[config.mk]
export PLATFORM = sky130hd
export DESIGN_NAME = blca_ram
export DESIGN_NICKNAME = d
export VERILOG_FILES = /design/src/rtl/blca_ram.sv
export SDC_FILE = /design/constraint.sdc
export NUM_CORES = 1
export LEC_CHECK = 0
export BUFFER_PORTS_ARGS = -buffer_cell sky130_fd_sc_hd__buf_4
export CAP_MARGIN = 30
export CORE_ASPECT_RATIO = 1.5
export CORE_MARGIN = 5
export CORE_UTILIZATION = 50
export CTS_CLUSTER_SIZE = 16
export DETAILED_ROUTE_END_ITERATION = 10
export GPL_TIMING_DRIVEN = 1
export PLACE_DENSITY = 0.67
export REMOVE_ABC_BUFFERS = 1
export SLEW_MARGIN = 20
export SYNTH_ARGS = -nofsm -noshare
export SYNTH_HDL_FRONTEND = slang
export SYNTH_SLANG_ARGS = --single-unit
[constraint.sdc]
create_clock -name clk -period 1.97 [get_ports clk]
set_clock_uncertainty 0.15 [all_clocks]
set_input_delay 0.197 -clock clk [delete_from_list [all_inputs] [get_ports clk]]
set_output_delay 0.197 -clock clk [all_outputs]
set_load 0.01 [all_outputs]
[src/rtl/blca_ram.sv]
// generic single write port, single registered read port ram
module blca_ram #(
  parameter int WIDTH = 8,
  parameter int DEPTH = 16
) (
  input  logic                     clk,
  input  logic                     we,
  input  logic [$clog2(DEPTH)-1:0] waddr,
  input  logic [WIDTH-1:0]         wdata,
  input  logic [$clog2(DEPTH)-1:0] raddr,
  output logic [WIDTH-1:0]         rdata
);

  logic [WIDTH-1:0] mem [DEPTH];
  logic [WIDTH-1:0] rdata_r;

  always_ff @(posedge clk) begin
    if (we) begin
      mem[waddr] <= wdata;
    end
    rdata_r <= mem[raddr];
  end

  assign rdata = rdata_r;

endmodule

* Word level (Yosys, flattened, before mapping)
Memories as Yosys holds them, arrays and structs flattened. A register that Yosys moved wholly into a read port is not among the register bits.
Cells that the tools add are included.
** Word-level totals
- Register bits after elaboration :: 0
- Bits in latches :: 0
- Memory bits (writable) :: 128
- Memory bits (read-only) :: 0
- Output and inout bits :: 8
- Word-level logic and storage cells :: 3
- Memories :: 1
** Cells by class
- $add $sub $neg :: 0
- Multiply operators :: 0
- Divide/modulo/power cells :: 0
- Magnitude comparators :: 0
- Equal/unequal tests :: 0
- Shifts and indexed selects :: 0
- Multiplexer cells :: 2
- Bitwise logic cells :: 0
- Reductions and logical operators :: 0
** Memory list
- mem :: words 16, width 8, read ports 1, clocked after Yosys merged registers in 1, wr ports 1, line 14 : logic [WIDTH-1:0] mem [DEPTH];
** Operator list (count)
- $mux 1 :: 2

* Longest topological paths before layout
- Depth after elaboration :: 2
- Gate-level depth with buffers :: 5
- Mapped depth without buffers :: 3

* Worst setup path before layout
OpenSTA, ideal clock, no wires.
- Path type :: input-to-reg
- From :: input port waddr[2]
- To :: memory mem[0][0] (enable)
- Library setup time :: 383 ps
- Arrival :: 1307 ps
- Data required time :: 1437 ps
- Slack :: 130 ps
- Stages on the path :: 2
- Cell sequence :: or3b_2 nor3_1
** RTL lines
- start, declared :: line 8 : input logic [$clog2(DEPTH)-1:0] waddr,
- end, declared :: line 14
No word-level cell before the write port.

==> impl_metrics.py <==
metrics = {
    "pwr": {
        "netSwitchingPower_mw": 1.24,
        "p_comb_share_pct": 5.2,
        "ir_drop_uv": 494,
        "p_seq_share_pct": 50.4,
        "p_sw_share_pct": 19.2,
        "clockPowerShare_pct": 44.3,
        "p_int_mw": 5.22,
        "powerDensity_nw_per_um2": 1040,
        "cellLeakagePower_nw": 2.14,
    },
    "timing": {
        "final_max_slew_viol_count": 0,
        "finalSetupTns_ns": 0,
        "fin_crit_ns": 1.49,
        "rsz0062_at_grt": "no",
        "whs_ns": 0.134,
        "setup_viol": 0,
        "hold_violations": 0,
        "fin_crit_sh_pct": 75.6,
        "max_freq_ghz": 0.672,
        "worst_pin_slew_ns": 0.454,
        "slew_headroom_pct": 69.8,
        "worst_slack_ns": 0.481,
    },
    "placed_design": {
        "numPortBuffers": 25,
        "pre_cts_slack_ns": 0.254,
        "dp_hpwl_um": 6580,
        "routabilityCongestion": 0.773,
        "dpl_cell_area_um2": 5590,
    },
    "synth": {
        "synth.avg_cell_area_um2": 22.5,
        "syn-cell-area_um2": 5150,
        "netlist.area_leader.share_pct": 74.7,
        "yosys_warnings": 0,
        "synth_cells": 229,
        "synth_largest_area_cell": "edfxtp_1",
        "ys_top_cells_by_area": "edfxtp_1 75%, mux4_2 7.9%, mux4_1 7.1%, dfxtp_1 3.1%, a22oi_1 2.3%",
        "ys_ff_latch": 136,
        "ys_seq_area_share_pct": 77.8,
        "synth_cell_types": 19,
    },
    "floorplan": {
        "die_w_um": 92.8,
        "num_rows": 45,
        "dieArea_um2": 12500,
        "fp.dieH_um": 134,
        "io_pins": 26,
        "core-area_um2": 10100,
        "start_util_pct": 51.1,
    },
    "grt": {
        "grt_first_pass_wirelength_um": 15400,
        "overflow": 0,
        "grt_max_degree": 33,
        "antenna_found_initial": 0,
        "grt_pass1_vias": 2617,
        "grtUsageTotal_pct": 17.4,
    },
    "worst_setup_path": {
        "crit_path_start": "mem[1][5]$_DFFE_PP_",
        "worst_r2r_endpoint": "rdata[5]$_DFF_P_",
        "reg2reg_slack_ns": 0.48,
        "cp_slowest_cell": "mux4_1",
        "startpoint_type": "register",
        "crit_type": "reg2reg",
        "rr_startpoint": "mem[1][5]$_DFFE_PP_",
        "crit_chain": "mux4_1 > a22oi_1 > nand2_1",
        "critPathMaxFanout": 1,
        "cp.arrival_ns": 1.62,
        "required_ns": 2.10,
        "reg2reg_depth": 3,
        "crit_end": "rdata[5]$_DFF_P_",
        "worstSetupEndpointType": "register",
        "max_stage_delay_ns": 0.51,
    },
    "clock_network": {
        "root_buffer": "clkbuf_16",
        "clk_pin_slew_ns": 0.05,
        "ctsHoldBuffers": 8,
        "htreeDepth": 4,
        "cts_tree": "built",
        "cts_made_buffers": 17,
        "cts_sinks": 136,
        "post_cts_buffers": 0,
        "clk_latency_ns": 0.40,
        "cts.repair.resized": 0,
        "clk_path_buf_depth": 2,
    },
    "layout": {
        "nets": 312,
        "final_util_pct": 61.7,
        "antennaDiodeCount": 0,
        "stdcell_area_um2": 6210,
        "layout-drive-gt1-share_pct": 30.5,
        "final_common_cell": "edfxtp_1",
        "area_growth_pct": 20.7,
        "final_cell_mix": "128 x edfxtp_1, 46 x buf_4, 18 x mux4_2",
        "fillers": 698,
    },
    "min_path": {
        "hold_path_class": "in2reg",
    },
    "run": {
        "maxCapViolCount": 0,
    },
    "route": {
        "routed_wl_um": 9920,
        "dr.pass1.iters": 4,
        "wire_per_inst_um": 23.5,
        "vias": 2504,
        "routed_via_density": 5.93,
        "ant_nets": 0,
        "drtIter0Drc": 127,
        "drc": 0,
    },
    "outcome": {
        "status": "completed",
    },
}
-- Yosys cell counts --
library cell	n
edfxtp_1	128
mux4_2	18
a22oi_1	16
mux4_1	14
nor2_1	13
nand2_1	9
dfxtp_1	8
nor3_1	4
buf_2	3
buf_6	3
clkdlybuf4s25_2	3
nand2b_1	2
nand3b_1	2
and2_1	1
and2b_1	1
buf_4	1
nand3_1	1
nor2b_1	1
or3b_2	1
-- through the flow --
| stage | cells | power (mW) |
|---|---|---|
| floorplan | 219 | 3.45 |
| global placement | 384 | 3.64 |
| detailed placement | 384 | 3.65 |
| CTS | 422 | 6.50 |
| global route | 422 | 6.66 |
| finish | 422 | 6.46 |
-- worst min-delay path by stage --
stage	start	endpoint	slack [ns]	depth (start not counted)
after global routing	waddr[0]	mem[4][1]$_DFFE_PP_	0.15	3
after detailed placement	wdata[6]	mem[5][6]$_DFFE_PP_	0.36	1
after floorplan	wdata[0]	mem[0][0]$_DFFE_PP_	0.15	0
after CTS	waddr[0]	mem[4][1]$_DFFE_PP_	0.13	3
after global placement	wdata[6]	mem[5][6]$_DFFE_PP_	0.35	1
final	raddr[2]	rdata[5]$_DFF_P_	0.13	4
-- power by group through the flow --
stage | clock (mW) | sequential (mW) | combinational [mW]
floorplan | 0 | 3.32 | 0.130
global placement | 0 | 3.31 | 0.323
detailed placement | 0 | 3.32 | 0.329
CTS | 2.90 | 3.26 | 0.346
global route | 3.03 | 3.26 | 0.367
finish | 2.86 | 3.26 | 0.339
-- layout make-up --
cell class	instances	area [um2]	area share, %
Clock buffer	18	429	6.91
Timing Repair Buffer	56	465	7.49
Clock inverter	12	111	1.79
Sequential cell	136	4000	64.4
Tap cell	117	146	2.36
Multi-Input combinational cell	83	1060	17.0
-- registers in the layout, indices dropped and copies added (netlist names) --
register  cells
mem         128
rdata         8
-- worst max-delay path: cells and delay by family (launching register included) --
family / cells / cell delay [ns]
AO/OA/AOI/OAI: 1 / 0.27
flip-flops: 1 / 0.35
multiplexers: 1 / 0.51
AND/OR/NAND/NOR: 1 / 0.09
-- logic make-up (layout without fill, tap and decap cells) --
family | count (synthesis) | in the layout | share of synthesized area, %
and+or+nand+nor | 35 | 35 | 3.18
AOI/OAI and AO/OA | 16 | 16 | 2.33
buffers and inverters | 10 | 86 | 1.68
muxes | 32 | 32 | 15.0
DFF | 136 | 136 | 77.8
-- per-layer routing --
layer	part of all wire (%)	global-route usage [%]
met1	39	20.6
met2	54	30.5
met3	5.5	3.98
met4	2.0	7.01
met5	0	0
Power figures use the tool's default switching activity.
