`src/rtl/blca_pkg.sv`:
```
// shared types, constants and helpers for the binary lifting common ancestor block
package blca_pkg;

  localparam int NODE_W      = 10;
  localparam int MAX_NODES   = 1 << NODE_W;
  localparam int LIFT_LEVELS = 10;
  localparam int DEPTH_W     = NODE_W;
  localparam int LVL_W       = (LIFT_LEVELS > 1) ? $clog2(LIFT_LEVELS) : 1;
  localparam int ANC_DEPTH   = MAX_NODES * LIFT_LEVELS;
  localparam int ANC_AW      = $clog2(ANC_DEPTH);
  localparam int CMP_W       = ((DEPTH_W > LIFT_LEVELS) ? DEPTH_W : LIFT_LEVELS) + 1;

  typedef logic [NODE_W-1:0]  node_t;
  typedef logic [DEPTH_W-1:0] depth_t;
  typedef logic [LVL_W-1:0]   lvl_t;
  typedef logic [ANC_AW-1:0]  anc_addr_t;

  localparam lvl_t   LVL_LAST  = lvl_t'(LIFT_LEVELS - 1);
  localparam depth_t DEPTH_MAX = '1;

  localparam logic CMD_LOAD  = 1'b0;
  localparam logic CMD_QUERY = 1'b1;

  typedef struct packed {
    logic  valid;
    node_t node;
  } anc_t;

  localparam int ANC_W = $bits(anc_t);

  typedef struct packed {
    logic   we;
    node_t  waddr;
    depth_t wdata;
    node_t  raddr;
  } dep_req_t;

  typedef struct packed {
    logic      we;
    anc_addr_t waddr;
    anc_t      wdata;
    anc_addr_t raddr;
  } anc_req_t;

  typedef enum logic [4:0] {
    S_IDLE,
    S_LD_DEP,
    S_LD_ROW0,
    S_LD_RD,
    S_LD_WR,
    S_LD_ROOT,
    S_Q_DA,
    S_Q_DB,
    S_Q_SW,
    S_A_RD,
    S_A_EV,
    S_A_DP,
    S_CMP,
    S_B_RP,
    S_B_RQ,
    S_B_EV,
    S_F_RD,
    S_F_EV
  } state_t;

  // row-major placement: one row of lift levels per node
  function automatic anc_addr_t anc_addr(input node_t n, input lvl_t l);
    return ANC_AW'(n) * ANC_AW'(LIFT_LEVELS) + ANC_AW'(l);
  endfunction

endpackage

```
`src/rtl/blca_ctrl.sv`:
```
// sequencer for node loads and common ancestor queries over the depth and ancestor rams
module blca_ctrl (
  input  logic              clk,
  input  logic              rst_n,
  input  logic              start,
  output logic              busy,
  input  logic              cmd,
  input  blca_pkg::node_t   node_a,
  input  blca_pkg::node_t   node_b,
  input  blca_pkg::node_t   parent_node,
  input  logic              has_parent,
  output blca_pkg::dep_req_t dep_req,
  input  blca_pkg::depth_t  dep_rdata,
  output blca_pkg::anc_req_t anc_req,
  input  blca_pkg::anc_t    anc_rdata,
  output logic              res_valid,
  output blca_pkg::node_t   res_node
);

  blca_pkg::state_t state_r, state_nxt;

  blca_pkg::node_t  a_r, a_nxt;
  blca_pkg::node_t  b_r, b_nxt;
  blca_pkg::node_t  par_r, par_nxt;
  blca_pkg::lvl_t   lvl_r, lvl_nxt;
  blca_pkg::anc_t   prev_r, prev_nxt;
  blca_pkg::anc_t   ep_r, ep_nxt;
  blca_pkg::depth_t dp_r, dp_nxt;
  blca_pkg::depth_t dq_r, dq_nxt;
  blca_pkg::node_t  res_r, res_nxt;
  logic             res_valid_r, res_valid_nxt;

  logic                         accept;
  logic                         lvl_last;
  logic                         lvl_zero;
  logic [blca_pkg::CMP_W-1:0]   diff_w;
  logic [blca_pkg::CMP_W-1:0]   step_w;
  logic                         can_lift;
  logic                         pair_lift;

  assign busy     = (state_r != blca_pkg::S_IDLE);
  assign accept   = start && !busy;
  assign lvl_last = (lvl_r == blca_pkg::LVL_LAST);
  assign lvl_zero = (lvl_r == '0);

  // deeper node stays in a, so the difference never goes negative
  assign diff_w    = blca_pkg::CMP_W'(dp_r - dq_r);
  assign step_w    = blca_pkg::CMP_W'(1) << lvl_r;
  assign can_lift  = (diff_w >= step_w) && anc_rdata.valid;
  assign pair_lift = ep_r.valid && anc_rdata.valid && (ep_r.node != anc_rdata.node);

  always_ff @(posedge clk) begin
    if (!rst_n) begin
      state_r     <= blca_pkg::S_IDLE;
      res_valid_r <= 1'b0;
    end else begin
      state_r     <= state_nxt;
      res_valid_r <= res_valid_nxt;
    end
  end

  always_ff @(posedge clk) begin
    a_r    <= a_nxt;
    b_r    <= b_nxt;
    par_r  <= par_nxt;
    lvl_r  <= lvl_nxt;
    prev_r <= prev_nxt;
    ep_r   <= ep_nxt;
    dp_r   <= dp_nxt;
    dq_r   <= dq_nxt;
    res_r  <= res_nxt;
  end

  // next state
  always_comb begin
    state_nxt = state_r;
    unique case (state_r)
      blca_pkg::S_IDLE: begin
        if (accept) begin
          if (cmd == blca_pkg::CMD_QUERY) begin
            state_nxt = blca_pkg::S_Q_DA;
          end else if (has_parent) begin
            state_nxt = blca_pkg::S_LD_DEP;
          end else begin
            state_nxt = blca_pkg::S_LD_ROOT;
          end
        end
      end
      blca_pkg::S_LD_DEP:  state_nxt = blca_pkg::S_LD_ROW0;
      blca_pkg::S_LD_ROW0: begin
        state_nxt = (blca_pkg::LIFT_LEVELS == 1) ? blca_pkg::S_IDLE : blca_pkg::S_LD_RD;
      end
      blca_pkg::S_LD_RD: begin
        if (prev_r.valid) begin
          state_nxt = blca_pkg::S_LD_WR;
        end else if (lvl_last) begin
          state_nxt = blca_pkg::S_IDLE;
        end
      end
      blca_pkg::S_LD_WR: begin
        state_nxt = lvl_last ? blca_pkg::S_IDLE : blca_pkg::S_LD_RD;
      end
      blca_pkg::S_LD_ROOT: begin
        if (lvl_last) begin
          state_nxt = blca_pkg::S_IDLE;
        end
      end
      blca_pkg::S_Q_DA: state_nxt = blca_pkg::S_Q_DB;
      blca_pkg::S_Q_DB: state_nxt = blca_pkg::S_Q_SW;
      blca_pkg::S_Q_SW: state_nxt = blca_pkg::S_A_RD;
      blca_pkg::S_A_RD: state_nxt = blca_pkg::S_A_EV;
      blca_pkg::S_A_EV: begin
        if (can_lift) begin
          state_nxt = blca_pkg::S_A_DP;
        end else begin
          state_nxt = lvl_zero ? blca_pkg::S_CMP : blca_pkg::S_A_RD;
        end
      end
      blca_pkg::S_A_DP: begin
        if (dep_rdata < dq_r || lvl_zero) begin
          state_nxt = blca_pkg::S_CMP;
        end else begin
          state_nxt = blca_pkg::S_A_RD;
        end
      end
      blca_pkg::S_CMP: begin
        state_nxt = (a_r == b_r) ? blca_pkg::S_IDLE : blca_pkg::S_B_RP;
      end
      blca_pkg::S_B_RP: state_nxt = blca_pkg::S_B_RQ;
      blca_pkg::S_B_RQ: state_nxt = blca_pkg::S_B_EV;
      blca_pkg::S_B_EV: begin
        state_nxt = lvl_zero ? blca_pkg::S_F_RD : blca_pkg::S_B_RP;
      end
      blca_pkg::S_F_RD: state_nxt = blca_pkg::S_F_EV;
      blca_pkg::S_F_EV: state_nxt = blca_pkg::S_IDLE;
      default:          state_nxt = blca_pkg::S_IDLE;
    endcase
  end

  // memory requests and datapath
  always_comb begin
    a_nxt         = a_r;
    b_nxt         = b_r;
    par_nxt       = par_r;
    lvl_nxt       = lvl_r;
    prev_nxt      = prev_r;
    ep_nxt        = ep_r;
    dp_nxt        = dp_r;
    dq_nxt        = dq_r;
    res_nxt       = res_r;
    res_valid_nxt = 1'b0;
    dep_req       = '0;
    anc_req       = '0;
    unique case (state_r)
      blca_pkg::S_IDLE: begin
        if (accept) begin
          a_nxt   = node_a;
          b_nxt   = node_b;
          par_nxt = parent_node;
          lvl_nxt = '0;
        end
      end
      blca_pkg::S_LD_DEP: begin
        dep_req.raddr = par_r;
      end
      blca_pkg::S_LD_ROW0: begin
        // parent depth is read before the node's own depth is written
        dep_req.we          = 1'b1;
        dep_req.waddr       = a_r;
        dep_req.wdata       = (dep_rdata == blca_pkg::DEPTH_MAX) ? dep_rdata
                                                                 : dep_rdata + 1'b1;
        anc_req.we          = 1'b1;
        anc_req.waddr       = blca_pkg::anc_addr(a_r, '0);
        anc_req.wdata.valid = 1'b1;
        anc_req.wdata.node  = par_r;
        prev_nxt.valid      = 1'b1;
        prev_nxt.node       = par_r;
        lvl_nxt             = blca_pkg::lvl_t'(1);
      end
      blca_pkg::S_LD_RD: begin
        if (prev_r.valid) begin
          anc_req.raddr = blca_pkg::anc_addr(prev_r.node, lvl_r - 1'b1);
        end else begin
          anc_req.we    = 1'b1;
          anc_req.waddr = blca_pkg::anc_addr(a_r, lvl_r);
          prev_nxt      = '0;
          lvl_nxt       = lvl_r + 1'b1;
        end
      end
      blca_pkg::S_LD_WR: begin
        anc_req.we    = 1'b1;
        anc_req.waddr = blca_pkg::anc_addr(a_r, lvl_r);
        anc_req.wdata = anc_rdata;
        prev_nxt      = anc_rdata;
        lvl_nxt       = lvl_r + 1'b1;
      end
      blca_pkg::S_LD_ROOT: begin
        dep_req.we    = 1'b1;
        dep_req.waddr = a_r;
        anc_req.we    = 1'b1;
        anc_req.waddr = blca_pkg::anc_addr(a_r, lvl_r);
        lvl_nxt       = lvl_r + 1'b1;
      end
      blca_pkg::S_Q_DA: begin
        dep_req.raddr = a_r;
      end
      blca_pkg::S_Q_DB: begin
        dp_nxt        = dep_rdata;
        dep_req.raddr = b_r;
      end
      blca_pkg::S_Q_SW: begin
        lvl_nxt = blca_pkg::LVL_LAST;
        if (dp_r < dep_rdata) begin
          a_nxt  = b_r;
          b_nxt  = a_r;
          dp_nxt = dep_rdata;
          dq_nxt = dp_r;
        end else begin
          dq_nxt = dep_rdata;
        end
      end
      blca_pkg::S_A_RD: begin
        anc_req.raddr = blca_pkg::anc_addr(a_r, lvl_r);
      end
      blca_pkg::S_A_EV: begin
        if (can_lift) begin
          a_nxt         = anc_rdata.node;
          dep_req.raddr = anc_rdata.node;
        end else if (!lvl_zero) begin
          lvl_nxt = lvl_r - 1'b1;
        end
      end
      blca_pkg::S_A_DP: begin
        // depth is re-read after each lift since stored depths may saturate
        dp_nxt = dep_rdata;
        if (!(dep_rdata < dq_r) && !lvl_zero) begin
          lvl_nxt = lvl_r - 1'b1;
        end
      end
      blca_pkg::S_CMP: begin
        lvl_nxt = blca_pkg::LVL_LAST;
        if (a_r == b_r) begin
          res_nxt       = a_r;
          res_valid_nxt = 1'b1;
        end
      end
      blca_pkg::S_B_RP: begin
        anc_req.raddr = blca_pkg::anc_addr(a_r, lvl_r);
      end
      blca_pkg::S_B_RQ: begin
        ep_nxt        = anc_rdata;
        anc_req.raddr = blca_pkg::anc_addr(b_r, lvl_r);
      end
      blca_pkg::S_B_EV: begin
        if (pair_lift) begin
          a_nxt = ep_r.node;
          b_nxt = anc_rdata.node;
        end
        if (!lvl_zero) begin
          lvl_nxt = lvl_r - 1'b1;
        end
      end
      blca_pkg::S_F_RD: begin
        anc_req.raddr = blca_pkg::anc_addr(a_r, '0);
      end
      blca_pkg::S_F_EV: begin
        res_nxt       = anc_rdata.valid ? anc_rdata.node : '0;
        res_valid_nxt = 1'b1;
      end
      default: begin
      end
    endcase
  end

  assign res_valid = res_valid_r;
  assign res_node  = res_r;

endmodule

```
`config.mk`:
```
export PLATFORM = sky130hd
export DESIGN_NAME = blca_ctrl
export DESIGN_NICKNAME = d
export VERILOG_FILES = /design/src/rtl/blca_pkg.sv /design/src/rtl/blca_ctrl.sv
export SDC_FILE = /design/constraint.sdc
export NUM_CORES = 1
export LEC_CHECK = 0
export BUFFER_PORTS_ARGS = -buffer_cell sky130_fd_sc_hd__clkbuf_2
export CAP_MARGIN = 20
export CORE_MARGIN = 2
export CORE_UTILIZATION = 59
export DETAILED_ROUTE_END_ITERATION = 10
export PLACE_DENSITY_LB_ADDON = 0.05
export SETUP_SLACK_MARGIN = 0.5
export SYNTH_ARGS = -nofsm -noshare
export SYNTH_HDL_FRONTEND = slang
export SYNTH_SLANG_ARGS = --single-unit
```
`constraint.sdc`:
```
create_clock -name clk -period 4.15 [get_ports clk]
set_input_delay 0.2075 -clock clk [delete_from_list [all_inputs] [get_ports clk]]
set_output_delay 0.2075 -clock clk [all_outputs]
set_load 0.1 [all_outputs]
```
* Word-level counts from Yosys, hierarchy flattened *
Cells that the tools add are included.
W data, S select, Z words.

storage, ports and cells
  bits in registers = 92
  bits of input ports = 56
  output and inout bits = 83

cells by class
  $add $sub $neg = 7
  $mul = 3
  magnitude comparators = 3
  eq/ne operators = 29
  shifts and indexed selects = 1
  multiplexer cells = 47
  reduce and logical (&&, ||, !) cells = 30

operators by type and width
  operator                 count
  $mux W10                 14
  $pmux W5 S17             1
  $pmux W10 S4             2
  $pmux W14 S4             1
  $pmux W15 S3             1
  $add A14 B4 Y14          3
  $eq A5 B4 Y1 const B     8
  $pmux W10 S2             2
  $mul A10 B3 Y13 const B  3
  $pmux W11 S3             1
  $pmux W4 S8              1
  $pmux W10 S3             1
  $mux W4                  6
  $mux W11                 2
  $pmux W11 S2             1
  $eq A5 B3 Y1 const B     4
  $lt A10 B10 Y1           2
  $mux W5                  4
  $ne A2 B2 Y1 const B     8
  $mux W15                 1
  $mux W3                  5
  $mux W14                 1
  $ge A11 B11 Y1           1
  $shl A1 B4 Y11 const A   1
  28 further kinds         46

* Logic depth before layout (Yosys ltp) *
Gate-level depths: netlist of run 1.

  depth in word-level cells = 5
  depth in mapped cells = 18
  gate-level depth less buffers = 17

* Worst setup path before layout of run 1 *
OpenSTA, ideal clock, no wires.

  path type = reg2out
  from = register a_r[1]
  to = output port anc_req[37] (netlist name)
  data arrival time = 4.348 ns
  setup slack = -0.406 ns
  stages on the path, launching flop included = 11
  cells stage by stage = edfxtp_1 > ha_1 > ha_1 > inv_1 > fa_1 > nor4b_4 > nand4bb_1 > or3_4 > nor4_4 > xnor2_1 > o21ai_1

RTL lines
  what                    line             text
  start, declared         blca_ctrl.sv:22  blca_pkg::node_t a_r, a_nxt;
  start signal, assigned  blca_ctrl.sv:63  a_r <= a_nxt;
  end, declared           blca_ctrl.sv:14  output blca_pkg::anc_req_t anc_req,

==> results.cfg, run 1 <==
[run_status]
outcome = finished with violations
violations = negative setup slack

[finish]
commonest_non_fill_non_tap_cell_in_the_layout = clkbuf_2
antenna-diode-count = 0
multi_input_comb_area_sq_um = 6600
final_design_area_no_fill_sq_um = 11700
instances_no_fill = 1409
layout.area.seq_sq_um = 2700
final.fill_count = 1076
drive_above_1_share_pct = 28.8
flow.area_growth_from_synthesis_pct = 27.7
most_frequent_cells_in_the_layout = clkbuf_2 (116), nand2_1 (114), ha_1 (90)
nNetsFinal = 1383

[drt]
drc_markers = 0
vias_per_cell = 6.58
drt_iter0_drc = 917
via_count = 9274
total_wirelength_um = 31400
avgRoutedWirePerCell_um = 22.3
number_of_detailed_routing_iterations_run_before_antenna_repair = 6
ant_nets = 0

[logic_synthesis]
post_synthesis_sequential_element_count = 92
syn-instance-count = 1037
yosysWarningCount = 0
synth.lib_cells_used.distinct = 77
synth_area_leaders = edfxtp_1 (28%), ha_1 (14%), nand2_1 (4.7%)
syn_nets = 1204
syn-mean-instance-area_sq_um = 8.82
synth_top_flop_cell = edfxtp_1
synth_top_area_share_pct = 28.2
synthesis.area_sq_um = 9140
synth_largest_area_cell = edfxtp_1
post_synthesis_async_set_or_reset_flop_share_pct = 0
synth_sequential_area_ratio_pct = 29.6
number_of_enable_type_register_cells_in_the_synthesized_netlist = 86

[sta]
period_needed_ns = 4.19
timing_max_transition_violations_final = 0
worst-slew-pin-transition_ns = 0.850
maxSlewHeadroom_pct = 43.2
share_of_the_clock_period_used_by_the_worst_path_after_layout_pct = 101
fin_worst_skew_ns = 0.0121
whs_ns = 0.0261
clock.fmax_ghz = 0.238
finalHoldViolCount = 0
final-setup-viol-count = 10
setup_repair_after_global_routing_missed_its_margin = true
postLayoutSetupSlackWorst_ns = -0.0442

[placement]
routabilityCongestion = 0.983
post-place-ws_ns = 0.163
placed_cells_incl_taps = 1342
placed_area_sq_um = 10500
detailed_place_hpwl_um = 22600
portBuffers = 138

[setup_path]
worstSetupEndpoint = dep_req[1]
arrival_ns = 3.99
cp_data_required_time_ns = 3.94
critPathCaptureType = output pin
reg2reg_setup_slack_ns = 0.23
r2r.worst_path.cells = 24
critical_path_class = reg2out
type_of_origin_of_the_critical_path = register
worst_r2r_startpoint = dq_r[1]
critPathMaxFanout = 6
reg2reg_to = a_r[1]
crit_path_start = dq_r[1]

[floorplan]
io_pins = 139
die_height_um = 128
die_area_sq_um = 16500
core_area_sq_um = 15100
initial_core_util_pct = 60.4
row_count = 45
horizontal_extent_of_the_die_um = 128

[run]
drv.max_cap_violation_count = 0

[global_routing]
grt_antenna_before_repair = 0
overflow = 0
wire_length_of_the_first_global_routing_pass_um = 46500
first_global_vias = 8575
grt_util_all_layers_pct = 36.6
grt_max_degree = 26

[cts]
cts_made_buffers = 9
cts_hold_repair.buffers = 0
path_clk_slew_ns = 0.08
cts-htree-levels = 3
tritoncts = yes
clock_latency_on_the_worst_skew_pair_ns = 0.36
cts_max_path_buffers = 2
cts_sinks = 92
cts-root-buf = clkbuf_16

[hold_path]
min_path_type = in2reg
[logic make-up (layout without fill, tap and decap cells)]
family | Yosys count | count (layout) | share of synthesized area (%)
and+or+nand+nor | 340 | 340 | 18.5
buffers and inverters | 107 | 290 | 4.52
adders and majority gates | 111 | 111 | 15.8
xor gates and xnor gates | 75 | 75 | 7.18
AOI/OAI and AO/OA | 297 | 298 | 22.7
DFF | 92 | 92 | 29.6
muxes | 15 | 15 | 1.78
[routing by layer]
metal / routed length, um / GRT usage (%)
met1: 12600 / 50.5
met2: 14300 / 58.1
met3: 3210 / 4.99
met4: 1390 / 15.5
met5: 0 / 0
[through the flow]
stage          util [%]  setup TNS [ns]
2_1_floorplan         -               0
3_3_place_gp       69.5               0
3_5_place_dp       69.5               0
4_1_cts            74.6               0
5_1_grt            77.1           -1.23
6_report           77.1          -0.178
[worst max-delay path: stages (launching register included)]
cell and delay (ns):
edfxtp_1 0.41, inv_2 0.12, ha_4 0.21, nor2b_4 0.12, o21ai_2 0.12, buf_4 0.12, buf_4 0.09, buf_6 0.08
buf_6 0.08, buf_6 0.08, buf_6 0.08, buf_6 0.08, nand2_2 0.05, nor2_2 0.12, nor2_2 0.06, ha_2 0.16
or3_1 0.37, a221oi_2 0.19, o21a_1 0.26, nor2_4 0.06, buf_6 0.18, a221o_2 0.38, buf_12 0.18
[final cells by class]
class                           count  share of cell area (%)
Clock buffer                        9                    1.93
Clock inverter                      7                   0.729
Inverter                           53                    1.73
Multi-Input combinational cell    839                    56.5
Sequential cell                    92                    23.1
Tap cell                          188                    2.01
Timing Repair Buffer              221                    13.9
[how the worst min path moves through the flow]
stage / start / to / slack, ns / cells after the start
6_report: parent_node[8] / par_r[8] / 0.03 / 1
5_1_grt: parent_node[8] / par_r[8] / 0.03 / 1
4_1_cts: parent_node[6] / par_r[6] / 0.03 / 1
3_5_place_dp: parent_node[8] / par_r[8] / 0.39 / 1
3_3_place_gp: parent_node[8] / par_r[8] / 0.39 / 1
2_1_floorplan: dep_rdata[0] / dp_r[0] / 0.31 / 0
[cell usage after synthesis (16+ instances only)]
cell type  count
a21o_1        21
a21oi_1       60
a22o_1        33
a22oi_1       29
and2_1        17
clkbuf_1      47
edfxtp_1      86
ha_1         104
inv_1         53
nand2_1      115
nand2b_1      19
nand3_1       23
nor2_1        68
nor3_1        21
o21a_1        16
o21ai_0       52
xnor2_1       34
xor2_1        41
[sequential cells by signal, summed over array words and instances, names as in the netlist, 4 cells and up]
signal and cells:
ep_r 11, prev_r 11, a_r 10, b_r 10, dp_r 10, dq_r 10
par_r 10, res_node 10, state_r 5, lvl_r 4
[timing repair]
item / in CTS / in global routing
cloned: 2 / 0
buffers inserted: 32 / 16
hold endpoints to repair: 0 / 0
setup endpoints to repair: 36 / 39
pin swaps: 25 / 40
resized for setup: 43 / 64
Power of run 1 is not shown: default switching activity piles up to over one toggle a cycle in this logic, so the estimate is an artifact.
==> run 2, diff against run 1 <==
--- a/config.mk
+++ b/config.mk
@@ -5,10 +5,10 @@
 export SDC_FILE = /design/constraint.sdc
 export NUM_CORES = 1
 export LEC_CHECK = 0
-export BUFFER_PORTS_ARGS = -buffer_cell sky130_fd_sc_hd__clkbuf_2
+export BUFFER_PORTS_ARGS = -buffer_cell sky130_fd_sc_hd__buf_2
 export CAP_MARGIN = 20
 export CORE_MARGIN = 2
-export CORE_UTILIZATION = 59
+export CORE_UTILIZATION = 45
 export DETAILED_ROUTE_END_ITERATION = 10
 export PLACE_DENSITY_LB_ADDON = 0.05
 export SETUP_SLACK_MARGIN = 0.5
==> results.cfg, run 2 (same netlist as run 1, synthesis figures left out) <==
[run_status]
outcome = finished with violations
violations = negative setup slack

[global_routing]
grt_util_met2_pct = 45.3
overflow = 0
grt_most_used_layer = met2
first_global_vias = 8039
globalRouteMet1Util_pct = 40.4
grt_util_all_layers_pct = 28.3
grt_antenna_before_repair = 0
wire_length_of_the_first_global_routing_pass_um = 46900
grt_max_degree = 23
met3_usage_pct = 3.72

[finish]
final.fill_count = 1810
drive_above_1_share_pct = 28.7
nNetsFinal = 1377
flow.area_growth_from_synthesis_pct = 28.1
antenna-diode-count = 0
most_frequent_cells_in_the_layout = buf_2 (117), nand2_1 (115), ha_1 (90)
layout.area.seq_sq_um = 2700
multi_input_comb_area_sq_um = 6620
largest_registers_ranked_by_flip_flop_count = ep_r (11), prev_r (11)
commonest_non_fill_non_tap_cell_in_the_layout = buf_2

[setup_path]
type_of_origin_of_the_critical_path = register
critPathCaptureType = output pin
critical_path_class = reg2out
r2r.worst_path.cells = 21
critPathMaxFanout = 6
arrival_ns = 3.97
cp_data_required_time_ns = 3.94

[cts]
path_clk_slew_ns = 0.08
cts_sinks = 92
cts-htree-levels = 3
cts_max_path_buffers = 2
cts-root-buf = clkbuf_16
tritoncts = yes
clock_latency_on_the_worst_skew_pair_ns = 0.36
cts_made_buffers = 9

[floorplan]
core_area_sq_um = 20100
die_height_um = 147
io_pins = 139
horizontal_extent_of_the_die_um = 147
initial_core_util_pct = 45.5
die_area_sq_um = 21500
row_count = 52

[drt]
ant_nets = 0
avgRoutedWirePerCell_um = 20.9
vias_per_cell = 5.88
via_count = 8734
drc_markers = 0
total_wirelength_um = 31000
number_of_detailed_routing_iterations_run_before_antenna_repair = 5
drt_iter0_drc = 567

[sta]
maxSlewHeadroom_pct = 21.6
final-setup-viol-count = 4
worst-slew-pin-transition_ns = 1.17
period_needed_ns = 4.17
finalHoldViolCount = 0
setup-tns-final_ns = -0.0774
postLayoutSetupSlackWorst_ns = -0.0233
fin_worst_skew_ns = 0.00832
timing_max_transition_violations_final = 0
setup_repair_after_global_routing_missed_its_margin = true
clock.fmax_ghz = 0.240
share_of_the_clock_period_used_by_the_worst_path_after_layout_pct = 101

[placement]
portBuffers = 138
routabilityCongestion = 0.899
detailed_place_hpwl_um = 23900

[run]
drv.max_cap_violation_count = 0

[hold_path]
min_delay_path_depth = 1
min_path_type = in2reg
## run 2: cell count changes in the layout (fill, tap and decap cells not counted), sizes merged
cell	change
bufinv	-1
buf	+115
clkbuf	-120
clkinv	+1
o221a	-1
## run 2: through the flow
step | std cells | worst slack [ns] | instance area [sq um] | utilization (%) | hold WS, ns
detailed placement | 1428 | 0.0933 | 10700 | 53.0 | 0.386
global route | 1485 | -0.167 | 11700 | 58.2 | 0.00791
CTS | 1472 | -0.0147 | 11400 | 56.7 | 0.00795
finish | 1485 | -0.0233 | 11700 | 58.2 | 0.0181
floorplan | 1037 | 0.0311 | 9380 | - | 0.306
global placement | 1428 | 0.206 | 10700 | 53.0 | 0.385
## run 2: worst max-delay path: stages, from the launching register on
cell and delay (ns):
edfxtp_1 0.42, inv_2 0.11, ha_4 0.19, nor2b_4 0.12, o21ai_2 0.14, a21boi_2 0.09
o21ai_2 0.15, a21oi_2 0.08, buf_4 0.13, o2111ai_2 0.15, o211ai_1 0.13, ha_1 0.33
a21o_1 0.18, a21o_1 0.15, a22oi_1 0.18, o21a_2 0.21, nor2_4 0.07, buf_6 0.18
a221o_4 0.41, buf_12 0.17
## run 2: per-layer routing
layer | share of wire [%] | wire [um]
met5 | 0 | 0
met4 | 1.9 | 604
met3 | 6.4 | 1980
met2 | 46 | 14300
met1 | 46 | 14200
## run 2: final cells by class
| class | instances | share of cell area (%) |
|---|---|---|
| multi-input combinational | 838 | 56.5 |
| sequential | 92 | 23.1 |
| timing repair buffer | 216 | 13.3 |
| tap | 270 | 2.88 |
| clock buffer | 9 | 1.92 |
| inverter | 53 | 1.70 |
| clock inverter | 7 | 0.577 |
## run 2: timing repair
action / 4_1_cts / 5_1_grt
hold buffers: 0 / 0
pin swaps: 18 / 42
cloned: 1 / 0
setup endpoints to repair: 36 / 45
gates resized for setup: 53 / 45
setup buffers: 27 / 13
## run 2: final timing paths
kind              slack [ns]            from         end
setup / recovery       -0.02         dq_r[1]  dep_req[7]
hold / removal          0.02  parent_node[8]    par_r[8]
setup reg to reg        0.32         dq_r[1]    lvl_r[1]
hold reg to reg         0.60         dp_r[0]     dq_r[0]
Power of run 2 is left out for the same reason.
==> run 3, diff against run 2 <==
--- a/config.mk
+++ b/config.mk
@@ -7,6 +7,7 @@
 export LEC_CHECK = 0
 export BUFFER_PORTS_ARGS = -buffer_cell sky130_fd_sc_hd__buf_2
 export CAP_MARGIN = 20
+export CORE_ASPECT_RATIO = 0.5
 export CORE_MARGIN = 2
 export CORE_UTILIZATION = 45
 export DETAILED_ROUTE_END_ITERATION = 10
==> results.cfg, run 3 (same netlist as run 1, synthesis figures left out) <==
[hold_path]
min_path_type = in2reg

[cts]
path_clk_slew_ns = 0.07
cts_made_buffers = 9
clock_latency_on_the_worst_skew_pair_ns = 0.36
cts-root-buf = clkbuf_16
cts_hold_repair.buffers = 0
tritoncts = yes
cts-htree-levels = 3
cts_sinks = 92
cts_max_path_buffers = 2

[finish]
layout.area.seq_sq_um = 2700
commonest_non_fill_non_tap_cell_in_the_layout = buf_2
drive_above_1_share_pct = 29.2
antenna-diode-count = 0
instances_no_fill = 1491
final.fill_count = 1687
most_frequent_cells_in_the_layout = buf_2 (115), nand2_1 (114), ha_1 (90)
largest_registers_ranked_by_flip_flop_count = ep_r (11), prev_r (11)
multi_input_comb_area_sq_um = 6640
nNetsFinal = 1387
flow.area_growth_from_synthesis_pct = 30.1

[drt]
number_of_detailed_routing_iterations_run_before_antenna_repair = 6
avgRoutedWirePerCell_um = 22.1
via_count = 9010
drc_markers = 0
drt_iter0_drc = 692
total_wirelength_um = 33000
vias_per_cell = 6.04
ant_nets = 0

[run_status]
outcome = finished with violations
violations = negative setup slack

[placement]
detailed_place_hpwl_um = 25200
portBuffers = 138
placed_cells_incl_taps = 1426
routabilityCongestion = 0.961

[sta]
setup_repair_after_global_routing_missed_its_margin = true
maxSlewHeadroom_pct = 30.6
finalHoldViolCount = 0
timing_max_transition_violations_final = 0
period_needed_ns = 4.24
final-setup-viol-count = 10
worst-slew-pin-transition_ns = 1.04
postLayoutSetupSlackWorst_ns = -0.0886
fin_worst_skew_ns = 0.0104
clock.fmax_ghz = 0.236
share_of_the_clock_period_used_by_the_worst_path_after_layout_pct = 102

[floorplan]
die_area_sq_um = 21500
die_height_um = 105
core_area_sq_um = 19700
row_count = 36
io_pins = 139
initial_core_util_pct = 46.5
horizontal_extent_of_the_die_um = 206

[setup_path]
critPathMaxFanout = 6
crit_path_cell_trace = ha_1 > nor2b_4 > o21ai_2 > buf_4 > buf_6 > buf_6 > buf_6 > buf_6 > buf_6 > buf_6 > buf_6 > nand2_2 > nor2_1 > nor2_1 > ha_2 > or3_1 > a221oi_2 > o21a_2 > nor2_4 > buf_12 > a221o_2 > buf_12
worst_path_max_delay_cell = edfxtp_1
critPathCaptureType = output pin
reg2reg_setup_slack_ns = 0.29
critical_path_class = reg2out
type_of_origin_of_the_critical_path = register
cp_data_required_time_ns = 3.94
crit_path_frequent_cell = buf_6
critPathMaxStageDelay_ns = 0.41
arrival_ns = 4.03

[global_routing]
grt_max_degree = 25
overflow = 0
grt_util_all_layers_pct = 30.2
grt_antenna_before_repair = 3
wire_length_of_the_first_global_routing_pass_um = 49100
first_global_vias = 8608

[run]
drv.max_cap_violation_count = 0
## run 3: area by class of cell
cell class	instances	area share, %
multi-input cells	839	55.8
flip-flops and latches	92	22.7
repair buffers	225	14.4
well taps	266	2.80
clock buffers	9	1.89
inverters	53	1.70
clock inverters	7	0.704
## run 3: path summary, 6_finish.rpt
path / from / endpoint / cells after the start
worst max-delay path: dp_r[1] / dep_req[1] / 22
worst min-delay path: parent_node[7] / par_r[7] / 1
worst max register to register: dp_r[1] / a_r[9] / 23
worst min register to register: dp_r[0] / dq_r[0] / 1
## run 3: worst max-delay path, delay by kind of cell (launching register included)
kind	cells	cell delay (ns)
AOI/OAI and AO/OA	4	0.97
adders and majority gates	2	0.48
DFF	1	0.41
and+or+nand+nor	6	0.75
buffers and inverters	10	1.05
## run 3: per-layer routing
metal,global-route usage (%),part of all wire (%),vias up
met4,9.51,2.8,4
met3,5.74,8.4,59
met1,42.2,44,4363
met2,47.1,45,363
li1,-,-,4221
met5,0,0.067,-
## run 3: repair_timing
item                                    CTS  global route
cloned                                    2             0
buffers inserted                         33            13
resized for setup                        59            58
pin swaps                                27            33
hold endpoints to repair                  0             0
endpoints found under the setup margin   35            47
## run 3: metrics by stage
step	setup TNS, ns	hold slack [ns]	instance area, sq um	setup slack, ns	util, %
CTS	-0.727	0.0129	11600	-0.0847	58.7
detailed placement	0	0.386	10700	0.166	54.2
global placement	0	0.386	10700	0.250	54.2
floorplan	0	0.306	9380	0.0311	-
global route	-2.24	0.0132	11900	-0.247	60.5
finish	-0.677	0.0176	11900	-0.0886	60.5
Power of run 3 is left out for the same reason.
